### src/rtl/core/assert_macros.svh
// assertion helpers, clocked on clk_i and disabled while rst_ni is low
`ifndef ASSERT_MACROS_SVH
`define ASSERT_MACROS_SVH

// same-cycle implication
`define ASSERT_SAME(lbl, ante, cons, msg) \
  lbl: assert property (@(posedge clk_i) disable iff (!rst_ni) (ante) |-> (cons)) \
    else $error(msg);

// next-cycle implication
`define ASSERT_NEXT(lbl, ante, cons, msg) \
  lbl: assert property (@(posedge clk_i) disable iff (!rst_ni) (ante) |=> (cons)) \
    else $error(msg);

`endif

### src/rtl/core/tsc_pkg.sv
`default_nettype none

package tsc_pkg;

  localparam int unsigned CHANS     = 16;
  localparam int unsigned PAIRS     = 8;
  localparam int unsigned BOARD_W   = 3;
  localparam int unsigned PAIR_W    = 3;
  localparam int unsigned BINF_W    = 3;
  localparam int unsigned SAMPLE_W  = 12;
  localparam int unsigned CORR_W    = 12;
  localparam int unsigned MAP_W     = 4;
  localparam int unsigned LOAD_W    = 13;
  localparam int unsigned SUM_W     = 14;
  localparam int unsigned J_W       = 14;
  localparam int unsigned DIFF_W    = 15;
  localparam int unsigned NUM_W     = 21;
  localparam int unsigned K_W       = 3;
  localparam int unsigned MODULE_MID = 3;
  localparam int unsigned SUM_SHIFT = 3;
  localparam int unsigned QDEPTH    = 2;
  localparam int unsigned QCNT_W    = 2;

  typedef enum logic [1:0] {
    CMD_COMPUTE   = 2'd0,
    CMD_LOAD_EDGE = 2'd1,
    CMD_LOAD_CORR = 2'd2,
    CMD_LOAD_MAP  = 2'd3
  } command_e;

  typedef enum logic [2:0] {
    ST_ACCEPTED = 3'd0,
    ST_MONITOR  = 3'd1,
    ST_WINDOW   = 3'd2,
    ST_UNMAPPED = 3'd3,
    ST_LOADED   = 3'd4
  } status_e;

  typedef enum logic [1:0] {
    REG_TAC_LOWER  = 2'd0,
    REG_TAC_UPPER  = 2'd1,
    REG_DIFF_LIMIT = 2'd2,
    REG_SKIP_EVEN  = 2'd3
  } reg_idx_e;

  typedef enum logic [2:0] {
    IT_COMPUTE = 3'd0,
    IT_DIRECT  = 3'd1,
    IT_EDGE    = 3'd2,
    IT_CORR    = 3'd3,
    IT_MAP     = 3'd4
  } item_kind_e;

  typedef enum logic [1:0] {
    BK_IDLE  = 2'd0,
    BK_SCAN  = 2'd1,
    BK_CHECK = 2'd2,
    BK_MATH  = 2'd3
  } back_state_e;

  typedef struct packed {
    logic [SAMPLE_W-1:0] tac_lower;
    logic [SAMPLE_W-1:0] tac_upper;
    logic [SAMPLE_W-1:0] diff_limit;
    logic                skip_even;
  } cfg_t;

  typedef struct packed {
    item_kind_e          kind;
    status_e             status;
    logic [BOARD_W-1:0]  board;
    logic [PAIR_W-1:0]   pair;
    logic                side;
    logic [BINF_W-1:0]   bin;
    logic [CORR_W-1:0]   word;
    logic [SAMPLE_W-1:0] tac0;
    logic [SAMPLE_W-1:0] tac1;
    logic [SAMPLE_W-1:0] adc0;
    logic [SAMPLE_W-1:0] adc1;
  } item_t;

endpackage

`default_nettype wire

### src/rtl/core/tsc_front.sv
`default_nettype none

module tsc_front #(
  parameter int unsigned BOARDS    = 8,
  parameter int unsigned SLEW_BINS = 8
) (
  input  wire logic                          clk_i,
  input  wire logic                          rst_ni,
  input  wire logic                          start_i,
  input  wire logic [1:0]                    command_i,
  input  wire logic [tsc_pkg::BOARD_W-1:0]   board_i,
  input  wire logic [tsc_pkg::PAIR_W-1:0]    pair_i,
  input  wire logic                          side_i,
  input  wire logic [tsc_pkg::BINF_W-1:0]    bin_i,
  input  wire logic [tsc_pkg::LOAD_W-1:0]    load_value_i,
  input  wire logic [tsc_pkg::SAMPLE_W-1:0]  tac_first_i,
  input  wire logic [tsc_pkg::SAMPLE_W-1:0]  tac_second_i,
  input  wire logic [tsc_pkg::SAMPLE_W-1:0]  adc_first_i,
  input  wire logic [tsc_pkg::SAMPLE_W-1:0]  adc_second_i,
  input  wire logic                          skip_even_i,
  input  wire logic                          pop_i,
  output tsc_pkg::item_t                     head_o,
  output logic                               head_valid_o,
  output logic                               busy_o
);

  tsc_pkg::item_t              item_new;
  tsc_pkg::item_t              q_mem_q [tsc_pkg::QDEPTH];
  logic                        wr_ptr_q, wr_ptr_d;
  logic                        rd_ptr_q, rd_ptr_d;
  logic [tsc_pkg::QCNT_W-1:0]  count_q, count_d;
  logic                        push;
  logic                        full;
  logic                        board_ok;
  logic                        bin_ok;

  assign board_ok = {1'b0, board_i} < 4'(BOARDS);
  assign bin_ok   = {2'b00, bin_i} < 5'(SLEW_BINS);

  // classify
  always_comb begin
    item_new.kind   = tsc_pkg::IT_DIRECT;
    item_new.status = tsc_pkg::ST_LOADED;
    item_new.board  = board_i;
    item_new.pair   = pair_i;
    item_new.side   = side_i;
    item_new.bin    = bin_i;
    item_new.word   = load_value_i[tsc_pkg::CORR_W-1:0];
    item_new.tac0   = tac_first_i;
    item_new.tac1   = tac_second_i;
    item_new.adc0   = adc_first_i;
    item_new.adc1   = adc_second_i;
    unique case (tsc_pkg::command_e'(command_i))
      tsc_pkg::CMD_COMPUTE: begin
        if (skip_even_i && !pair_i[0]) begin
          item_new.status = tsc_pkg::ST_MONITOR;
        end else if (!board_ok) begin
          item_new.status = tsc_pkg::ST_UNMAPPED;
        end else begin
          item_new.kind   = tsc_pkg::IT_COMPUTE;
          item_new.status = tsc_pkg::ST_ACCEPTED;
        end
      end
      tsc_pkg::CMD_LOAD_EDGE: begin
        if (board_ok && bin_ok) item_new.kind = tsc_pkg::IT_EDGE;
      end
      tsc_pkg::CMD_LOAD_CORR: begin
        if (board_ok && bin_ok) item_new.kind = tsc_pkg::IT_CORR;
      end
      tsc_pkg::CMD_LOAD_MAP: begin
        if (board_ok) item_new.kind = tsc_pkg::IT_MAP;
      end
    endcase
  end

  // word queue towards the back end
  assign full         = count_q == tsc_pkg::QCNT_W'(tsc_pkg::QDEPTH);
  assign busy_o       = full;
  assign push         = start_i && !full;
  assign head_valid_o = count_q != '0;
  assign head_o       = q_mem_q[rd_ptr_q];

  always_comb begin
    wr_ptr_d = push  ? ~wr_ptr_q : wr_ptr_q;
    rd_ptr_d = pop_i ? ~rd_ptr_q : rd_ptr_q;
    count_d  = count_q;
    if (push && !pop_i) begin
      count_d = count_q + tsc_pkg::QCNT_W'(1);
    end else if (pop_i && !push) begin
      count_d = count_q - tsc_pkg::QCNT_W'(1);
    end
  end

  always_ff @(posedge clk_i or negedge rst_ni) begin
    if (!rst_ni) begin
      wr_ptr_q <= 1'b0;
      rd_ptr_q <= 1'b0;
      count_q  <= '0;
    end else begin
      wr_ptr_q <= wr_ptr_d;
      rd_ptr_q <= rd_ptr_d;
      count_q  <= count_d;
    end
  end

  always_ff @(posedge clk_i) begin
    if (push) begin
      q_mem_q[wr_ptr_q] <= item_new;
    end
  end

endmodule

`default_nettype wire

### config.mk
export PLATFORM = sky130hd
export DESIGN_NAME = tsc_front
export DESIGN_NICKNAME = d
export VERILOG_FILES = /design/src/rtl/core/assert_macros.svh /design/src/rtl/core/tsc_pkg.sv /design/src/rtl/core/tsc_front.sv
export SDC_FILE = /design/constraint.sdc
export NUM_CORES = 1
export LEC_CHECK = 0
export BUFFER_PORTS_ARGS = -buffer_cell sky130_fd_sc_hd__buf_4
export CORE_MARGIN = 5
export CORE_UTILIZATION = 49
export CTS_BUF_LIST = sky130_fd_sc_hd__clkbuf_8
export CTS_CLUSTER_DIAMETER = 80
export DETAILED_ROUTE_END_ITERATION = 16
export PLACE_DENSITY = 0.78
export SYNTH_ARGS = -nofsm -noshare
export SYNTH_HDL_FRONTEND = slang
export SYNTH_SLANG_ARGS = --single-unit
### constraint.sdc
create_clock -name clk_i -period 4.5 [get_ports clk_i]
set_clock_uncertainty 0.2 [all_clocks]
set_input_delay 0.9 -clock clk_i [delete_from_list [all_inputs] [get_ports clk_i]]
set_output_delay 0.9 -clock clk_i [all_outputs]
set_load 0.01 [all_outputs]
* Word level (Yosys, flattened, before mapping)
Memory sizes are Yosys's and may differ from the RTL's.
Index checks and enable logic that the tools add are counted.
** Cells by class
- Add/subtract/negate cells :: 2
- Multiply operators :: 0
- Div/mod/pow operators :: 0
- Magnitude comparators :: 0
- Equality and inequality tests :: 4
- Shift operators :: 0
- Muxes and demuxes :: 7
- Bitwise logic cells :: 2
- Reduce and logical (&&, ||, !) cells :: 11
** Operators by type and width (count)
- case mux 3 bit (4 select lines) :: 1
- == test 2 bit (second input constant) :: 3
- logical AND 1 bit :: 4
- zero test 1 bit :: 4
- two-way mux 2 bit :: 2
- nonzero test 2 bit :: 2
- two-way mux 1 bit :: 3
- two-way mux 3 bit :: 1
- adder 2 x 1 -> 2 bit (second input constant) :: 1
- == test 2 x 1 -> 1 bit (second input constant) :: 1
- zero test 2 bit :: 1
- inverter 1 bit :: 2
- subtractor 2 x 1 -> 2 bit (second input constant) :: 1
** Word-level totals
- Register bits :: 4
- Latch bits :: 0
- Memory bits (writable) :: 152
- Bits in read-only memories :: 0
- Input bits :: 78
- Output and inout bits :: 78
- Word-level logic and storage cells :: 30
- Memories :: 1
** Memory list
- q_mem_q :: words 2, bits a word 76, read ports 1, clocked after memory_dff 0, wr ports 1, RTL line tsc_front.sv:28 : tsc_pkg::item_t q_mem_q [tsc_pkg::QDEPTH];

* Longest topological paths before layout
Gate-level depths: netlist (run 1).
- Depth after elaboration :: 7
- Mapped depth :: 7
- Mapped depth without buffers :: 7

* Worst setup path after synthesis (run 1)
OpenSTA, ideal clock, no wires.
- Kind :: in2reg
- Start :: in start_i
- End :: mem q_mem_q[0][0] (netlist bit), enable pin
- Setup time :: 509 ps
- Arrival :: 4119 ps
- Data required time :: 3791 ps
- Slack :: -328 ps
- Stages :: 2
- Buffers on the path :: 0
- Path through :: nand2_1 nor2_1
** On the way
- Word-level cells in the longest chain between the ends :: 3
** Ends and longest elaborated chain
- start, declared :: RTL line tsc_front.sv:9 : input wire logic start_i,
- logical AND 1 bit :: RTL line tsc_front.sv:79 : assign push = start_i && !full;
- two-way mux 1 bit :: RTL line tsc_front.sv:107 : if (push) begin
- two-way mux 1 bit (implied by the code) :: RTL line tsc_front.sv:108 : q_mem_q[wr_ptr_q] <= item_new;
- end, declared :: RTL line tsc_front.sv:28
No other way between the ends.

==> flow_summary.yaml, run 1 <==
outcome:
  status: "finished clean"
sta:
  setup_tns_ns: 0
  worst_slew_pin_slew_ns: 1.03
  max_freq_ghz: 0.291
  slew_violations: 0
  min_period_ns: 3.44
  setup_viol: 0
  rsz0062_at_grt: "false"
  slew_headroom_pct: 31.5
  fin_crit_sh_pct: 76.4
  hold_violations: 0
  holdWs_ns: 0.0485
floorplan:
  start_util_pct: 49.4
  rows: 40
  io_pins: 156
  core_region_area_sq_um: 11900
  die_y_um: 119
  die_area_sq_um: 14200
  die_w_um: 119
synth:
  syn_area_sq_um: 5860
  synth.distinct_cells: 20
  yosys.area.top_type: "edfxtp_1"
  synth_nets: 348
  postSynthCellCount: 265
  synth_seq_cells: 154
  synth_top_area_share_pct: 76.9
  yosysWarnings: 0
  ys_top_cells_by_area: "edfxtp_1, mux2_4, mux2_2, dfrtp_1, ha_1"
  synth_area_per_cell_sq_um: 22.1
  synth-seq-area-share_pct: 78.6
clocking:
  root_buffer: "clkbuf_8"
  cts_sinks: 154
  cts_buffer_depth: 2
  path_clk_slew_ns: 0.08
  htreeDepth: 4
  clkLatencyLatePin_ns: 0.43
  postCtsHoldBufs: 0
  cts_buffers: 17
  post_cts_buffers: 0
  cts_tree: "built"
  post_cts_resized: 0
drt:
  viasPerCell: 4.85
  wl_per_cell_um: 17.1
  drt-total-wl_um: 10100
  drt_first_iter_violations: 114
  drcViolationCount: 0
  firstDrtPassIters: 4
  num_vias: 2864
  ant_nets: 0
worst_hold_path:
  hp-class: "primary input to asynchronous set/reset pin"
final_layout:
  layout-drive-gt1-share_pct: 59.2
  layout_commonest_cell: "buf_4"
  layout_common_cells: "buf_4, edfxtp_1, mux2_4"
  regArea_sq_um: 4610
  fin_area_sq_um: 7620
  multi_input_area_sq_um: 1170
  antennaDiodeCount: 0
  nets: 514
  fillCellCount: 805
  area_growth_pct: 30.1
setup_path:
  cp-start-kind: "register"
  timing.rr.start: "count_q[0]"
  path_class: "register to primary output"
  worstSetupEndpointType: "primary output"
  required_ns: 3.40
  reg2reg_slack_ns: 2.15
  rr_endpoint: "q_mem_q[0][9]"
  crit_arrival_ns: 2.34
  cp_max_fo: 57
  worst-r2r-cell-count: 4
global_route:
  track_usage_pct: 14.5
  grt_pass1_vias: 3103
  antenna_found_initial: 0
  grt_overflow: 0
  grt_max_degree: 76
  grt_pass1_wl_um: 15600
power_and_ir_drop:
  power.density_nw_per_um2: 634
  p_leak_nw: 3.02
  ir_worst_vdd_mv: 0.440
placement:
  place.gp.congestion: 0.687
  port_buffers: 153
  dpl-instance-area_sq_um: 7170
  dpl.hpwl_um: 6780
job:
  drv_cap: 0
-- cell type report --
class | instances | share of cell area [%]
tap | 147 | 2.41
timing repair buffer | 156 | 15.5
multi-input combinational | 95 | 15.3
sequential | 154 | 60.4
clock inverter | 12 | 2.36
inverter | 7 | 0.345
clock buffer | 20 | 3.61
-- per-layer routing --
layer	GRT usage [%]	vias up	share of wire [%]
met5	0	-	0
met4	6.23	0	1.8
met3	6.08	14	8.3
met2	25.0	101	52
met1	15.7	1388	38
li1	-	1361	-
-- synth_stat cells (all sizes together) --
master / count
xnor2: 2
nand3b: 1
o21ai: 1
conb: 1
buf: 9
nor3b: 1
and3: 1
nand2b: 1
inv: 7
ha: 5
nand2: 1
mux2: 75
xor2: 3
or2: 1
nor2: 2
dfrtp: 4
edfxtp: 150
-- flip-flops by register name, summed over array words and instances (netlist names) --
signal and cells:
q_mem_q 150, count_q 2, rd_ptr_q 1, wr_ptr_q 1
-- critical path, stage by stage, from the launching register on --
cell and delay [ns]:
dfrtp_4 1.00, buf_4 0.39, mux2_4 0.33, buf_4 0.14
-- metrics by stage --
step	instances	setup WS (ns)	power, mW	util, %
finish	591	1.06	4.83	64.3
global route	591	0.933	5.08	64.3
CTS	591	0.991	4.92	64.3
detailed placement	559	1.48	3.77	60.4
global placement	559	1.51	3.72	60.4
floorplan	265	0.930	3.08	-
-- worst max path at each step --
stage,start,to,slack (ns),cells past startpoint
6_report,rd_ptr_q,head_o[63],1.06,3
3_5_place_dp,rd_ptr_q,head_o[63],1.48,3
2_1_floorplan,start_i,q_mem_q[0][0],0.93,2
4_1_cts,rd_ptr_q,head_o[63],0.99,3
3_3_place_gp,rd_ptr_q,head_o[63],1.51,3
5_1_grt,rd_ptr_q,head_o[63],0.93,3
-- cell families (layout without fill, tap and decap cells) --
kind of cell,Yosys count,count (layout),synth area share (%)
AO/OA/AOI/OAI,1,1,0.0853
flip-flops,154,154,78.6
XOR/XNOR,5,5,0.747
AND/OR/NAND/NOR,8,8,0.769
other,1,1,0.0640
buffers and inverters,16,195,1.73
adder cells (fa/ha/maj),5,5,1.07
multiplexers,75,75,17.0
-- power by group --
| part | switching, mW | internal (mW) | total [mW] |
|---|---|---|---|
| combinational | 0.652 | 0.879 | 1.53 |
| clock | 0.450 | 0.694 | 1.14 |
| sequential | 0.194 | 1.96 | 2.16 |
| total | 1.30 | 3.54 | 4.83 |
Power figures use the tool's default switching activity.
==> inputs of run 2 (changes only) <==
Settings changed: CORE_UTILIZATION 49 to 53, PLACE_DENSITY 0.78 to 0.8.
Clock period 4.5 ns to 3.2 ns, I/O delays scaled along.
==> run 2 against run 1 <==
Worst setup slack worse by 0.83 ns. Total power up 39%. Register-to-register slack got worse by 0.94 ns. Via count up 0.87%. Largest power group unchanged. Global-route usage is 1.3 points higher. Die area shrank 6.9%. Count of clock-buffer cells in the layout decreased by 3. Sequential cell count did not move.
==> flow_summary.yaml, run 2 (same netlist as run 1, synthesis figures left out) <==
global_route:
  grt_pass1_wl_um: 15500
  track_usage_pct: 15.9
  grt_overflow: 0
  grt_pass1_vias: 3103
  grt_max_degree: 40
  antenna_found_initial: 0
power_and_ir_drop:
  ir_worst_vdd_mv: 0.496
  power.density_nw_per_um2: 883
  p_leak_nw: 3.02
  p_total_mw: 6.73
sta:
  worst_slew_pin_slew_ns: 0.596
  rsz0062_at_grt: "false"
  slew_violations: 0
  hold_violations: 0
  max_freq_ghz: 0.337
  min_period_ns: 2.96
  finalWorstSetupSlack_ns: 0.237
  slew_headroom_pct: 60.3
  setup_viol: 0
  fin_crit_sh_pct: 92.6
  holdWs_ns: 0.194
  setup_tns_ns: 0
drt:
  firstDrtPassIters: 4
  viasPerCell: 4.91
  drcViolationCount: 0
  wl_per_cell_um: 17.3
  num_vias: 2889
  drt_first_iter_violations: 102
  ant_nets: 0
  drt-total-wl_um: 10200
clocking:
  root_buffer: "clkbuf_8"
  post_cts_buffers: 0
  cts_tree: "built"
  htreeDepth: 4
  path_clk_slew_ns: 0.07
  clkLatencyLatePin_ns: 0.42
  cts_sinks: 154
  cts_buffers: 17
  cts_buffer_depth: 2
final_layout:
  antennaDiodeCount: 0
  area_growth_pct: 30.2
  reg_top3: "q_mem_q: 150 flops, count_q: 2 flops"
  stdcell_count: 588
  nets: 520
  fillCellCount: 708
  layout_commonest_cell: "buf_4"
  layout-drive-gt1-share_pct: 60.3
  largest_reg_flops: 150
  layout_common_cells: "buf_4, edfxtp_1, mux2_4"
  regMostFlops: "q_mem_q"
floorplan:
  die_y_um: 115
  die_area_sq_um: 13300
  die_w_um: 115
  io_pins: 156
  start_util_pct: 54.1
  rows: 38
  core_region_area_sq_um: 10800
setup_path:
  cp-start-kind: "register"
  required_ns: 2.36
  worstSetupEndpointType: "primary output"
  crit_chain: "buf_12 > mux2_2 > buf_4"
  crit_slowest_cell: "dfrtp_4"
  crit_arrival_ns: 2.12
  path_class: "register to primary output"
  cp_max_fo: 37
  max_stage_delay_ns: 0.81
job:
  drv_cap: 0
outcome:
  status: "finished clean"
placement:
  port_buffers: 153
  place.gp.congestion: 0.717
  preCtsSetupSlack_ns: 0.691
  dpl.hpwl_um: 7080
  dp_cells: 557
worst_hold_path:
  hp-class: "primary input to register"
[run 2: cell types whose count changed in the layout (fill, tap and decap cells not counted)]
cell	change
buf_4	+4
inv_1	-4
clkbuf_8	-3
clkinv_2	+3
inv_6	+2
buf_12	+1
bufinv_16	-1
clkinvlp_4	+1
dlygate4sd3_1	+1
[run 2: per-stage QoR]
step | cell area [sq um] | utilization [%]
final | 7630 | 70.4
after global routing | 7630 | 70.4
after CTS | 7630 | 70.4
after detailed placement | 7210 | 66.5
after global placement | 7210 | 66.5
after floorplan | 5870 | -
[run 2: path summary, 6_finish.rpt]
kind | depth (start not counted) | startpoint | slack (ns) | to
setup / recovery | 3 | rd_ptr_q | 0.24 | head_o[3]
hold / removal | 1 | board_i[0] | 0.19 | q_mem_q[1][67]
setup reg to reg | 3 | count_q[0] | 1.21 | q_mem_q[1][5]
hold reg to reg | 1 | count_q[1] | 0.34 | count_q[1]
max in group asynchronous | 2 | rst_ni | 2.33 | rd_ptr_q
min in group asynchronous | 2 | rst_ni | 0.36 | rd_ptr_q
[run 2: final cells by class]
type | instances | area (sq um) | area share, %
Timing Repair Buffer | 162 | 1240 | 16.3
Inverter | 7 | 26.3 | 0.344
Tap cell | 140 | 175 | 2.30
Sequential cell | 154 | 4610 | 60.4
Clock inverter | 13 | 175 | 2.30
Multi-Input combinational cell | 95 | 1170 | 15.3
Clock buffer | 17 | 234 | 3.07
[run 2: where the power goes]
group | internal, mW | leakage, nW | switching (mW)
Clock | 0.837 | 0.211 | 0.662
Sequential | 2.76 | 1.44 | 0.222
Combinational | 1.27 | 1.37 | 0.984
Total | 4.87 | 3.02 | 1.87
[run 2: timing repair]
action,in CTS,in global routing
hold buffers,1,0
endpoints found under the hold margin,4,0
resized for setup,0,0
[run 2: per-layer routing]
metal  share of wire (%)  track usage (%)  vias up
li1                    -                -     1363
met1                  37             17.4     1398
met2                  53             27.2      105
met3                 7.4             5.58       23
met4                 2.6             8.14        0
met5                   0                0        -
[run 2: worst max-delay path: cells and delay by family (launching register included)]
family                 cells  cell delay (ns)
muxes                      1             0.37
DFF                        1             0.81
buffers and inverters      2             0.47
==> inputs of run 3 (changes only) <==
Settings changed: MAX_ROUTING_LAYER set to met4.
Clock period 3.2 ns to 3.1 ns, I/O delays scaled along.
==> run 3 against run 2 <==
Worst setup slack got worse by 0.037 ns. Die area unchanged. Cell count decreased by 0.17%. Hold slack got worse by 0.031 ns. Count of clock-buffer cells in the layout increased by 3. Register-to-register slack got worse by 0.11 ns. Sequential share of layout area decreased by 0.58 points. Sequential cell count unchanged. First-iteration DRC count increased by 7.8%. Routed wire length increased by 1.1%. Sequential power increased by 3%. Total power increased by 6.2%.
==> flow_summary.yaml, run 3 (same netlist as run 1, synthesis figures left out) <==
final_layout:
  fillCellCount: 731
  reg_top3: "q_mem_q: 150 flops, count_q: 2 flops"
  stdcell_count: 587
  multi_input_area_sq_um: 1170
  post-route-util_pct: 71.1
  area_growth_pct: 31.4
  layout_commonest_cell: "buf_4"
  layout-drive-gt1-share_pct: 59.3
  fin_area_sq_um: 7700
  layout_common_cells: "buf_4, edfxtp_1, mux2_4"
  antennaDiodeCount: 0
  regArea_sq_um: 4610
  nets: 517
  largest_reg_flops: 150
  regMostFlops: "q_mem_q"
global_route:
  grt_pass1_vias: 3204
  grt_max_degree: 50
  track_usage_pct: 16.6
  antenna_found_initial: 0
  grt_pass1_wl_um: 15600
  grt_overflow: 0
floorplan:
  die_area_sq_um: 13300
  rows: 38
  start_util_pct: 54.1
  die_w_um: 115
  io_pins: 156
  die_y_um: 115
  core_region_area_sq_um: 10800
clocking:
  cts_tree: "built"
  path_clk_slew_ns: 0.08
  root_buffer: "clkbuf_8"
  htreeDepth: 4
  cts_buffer_depth: 2
  cts_sinks: 154
  cts_buffers: 17
  clkLatencyLatePin_ns: 0.42
drt:
  firstDrtPassIters: 4
  drcViolationCount: 0
  num_vias: 2916
  wl_per_cell_um: 17.5
  viasPerCell: 4.97
  drt_first_iter_violations: 110
  drt-total-wl_um: 10300
  ant_nets: 0
setup_path:
  rr_endpoint: "q_mem_q[0][46]"
  worstSetupEndpointType: "primary output"
  cp_max_fo: 33
  required_ns: 2.28
  worst-r2r-cell-count: 4
  reg2reg_slack_ns: 1.10
  path_class: "register to primary output"
  timing.rr.start: "count_q[0]"
  crit_arrival_ns: 2.08
  cp-start-kind: "register"
sta:
  max_freq_ghz: 0.345
  setup_viol: 0
  slew_headroom_pct: 64.5
  setup_tns_ns: 0
  rsz0062_at_grt: "false"
  slew_violations: 0
  worst_slew_pin_slew_ns: 0.532
  fin_crit_sh_pct: 93.6
  min_period_ns: 2.90
  hold_violations: 0
power_and_ir_drop:
  p_total_mw: 7.15
  power.density_nw_per_um2: 928
  ir_worst_vdd_mv: 0.488
  p_leak_nw: 3.06
worst_hold_path:
  hp-class: "primary input to register"
  hold_path_end: "rd_ptr_q"
  whs_path_depth: 2
  hold_start: "pop_i"
placement:
  dpl-instance-area_sq_um: 7210
  port_buffers: 153
  place.gp.congestion: 0.729
  dpl.hpwl_um: 7160
  dp_cells: 554
job:
  drv_cap: 0
outcome:
  status: "finished clean"
-- run 3: cell count changes in the layout (fill, tap and decap cells not counted), moves of 2 or more --
cell,change
clkinv_2,-4
inv_1,+4
clkbuf_8,+3
inv_6,-2
bufinv_16,+2
buf_12,+2
buf_4,-5
-- run 3: worst max-delay path by stage --
| stage | end | start |
|---|---|---|
| 6_report | head_o[19] | rd_ptr_q |
| 5_1_grt | head_o[19] | rd_ptr_q |
| 4_1_cts | head_o[19] | rd_ptr_q |
| 3_5_place_dp | head_o[19] | rd_ptr_q |
| 3_3_place_gp | head_o[18] | rd_ptr_q |
| 2_1_floorplan | q_mem_q[1][0] | start_i |
-- run 3: report_power, final --
| group | switching, mW | internal (mW) | total [mW] | leakage [nW] |
|---|---|---|---|---|
| Combinational | 1.02 | 1.32 | 2.34 | 1.36 |
| Sequential | 0.213 | 2.85 | 3.06 | 1.44 |
| Clock | 0.660 | 1.09 | 1.75 | 0.258 |
| Total | 1.90 | 5.26 | 7.15 | 3.06 |
-- run 3: final cells by class --
| cell class | count | share of cell area (%) |
|---|---|---|
| flip-flops and latches | 154 | 59.8 |
| multi-input cells | 95 | 15.2 |
| clock inverters | 12 | 2.66 |
| inverters | 7 | 0.341 |
| clock buffers | 20 | 3.57 |
| well taps | 140 | 2.27 |
| repair buffers | 159 | 16.2 |
-- run 3: worst max-delay path, stage by stage, from the launching register on --
cell,delay [ns]
dfrtp_4,0.76
buf_4,0.36
mux2_2,0.38
buf_4,0.15
-- run 3: routing by layer --
layer	global-route usage, %	wire [um]
met5	-	0
met3	5.26	646
met1	16.8	3730
met4	7.67	176
met2	29.2	5740
-- run 3: stage by stage --
step | worst slack (ns) | hold WS (ns)
CTS | 0.128 | 0.122
detailed placement | 0.641 | 0.221
global placement | 0.652 | 0.217
finish | 0.199 | 0.163
floorplan | 0.0464 | 0.124
global route | 0.0675 | 0.117
-- run 3: timing repair --
item,in CTS,in global routing
resized for setup,0,0
hold buffers,1,0
buffers inserted,0,0
hold endpoints to repair,4,0
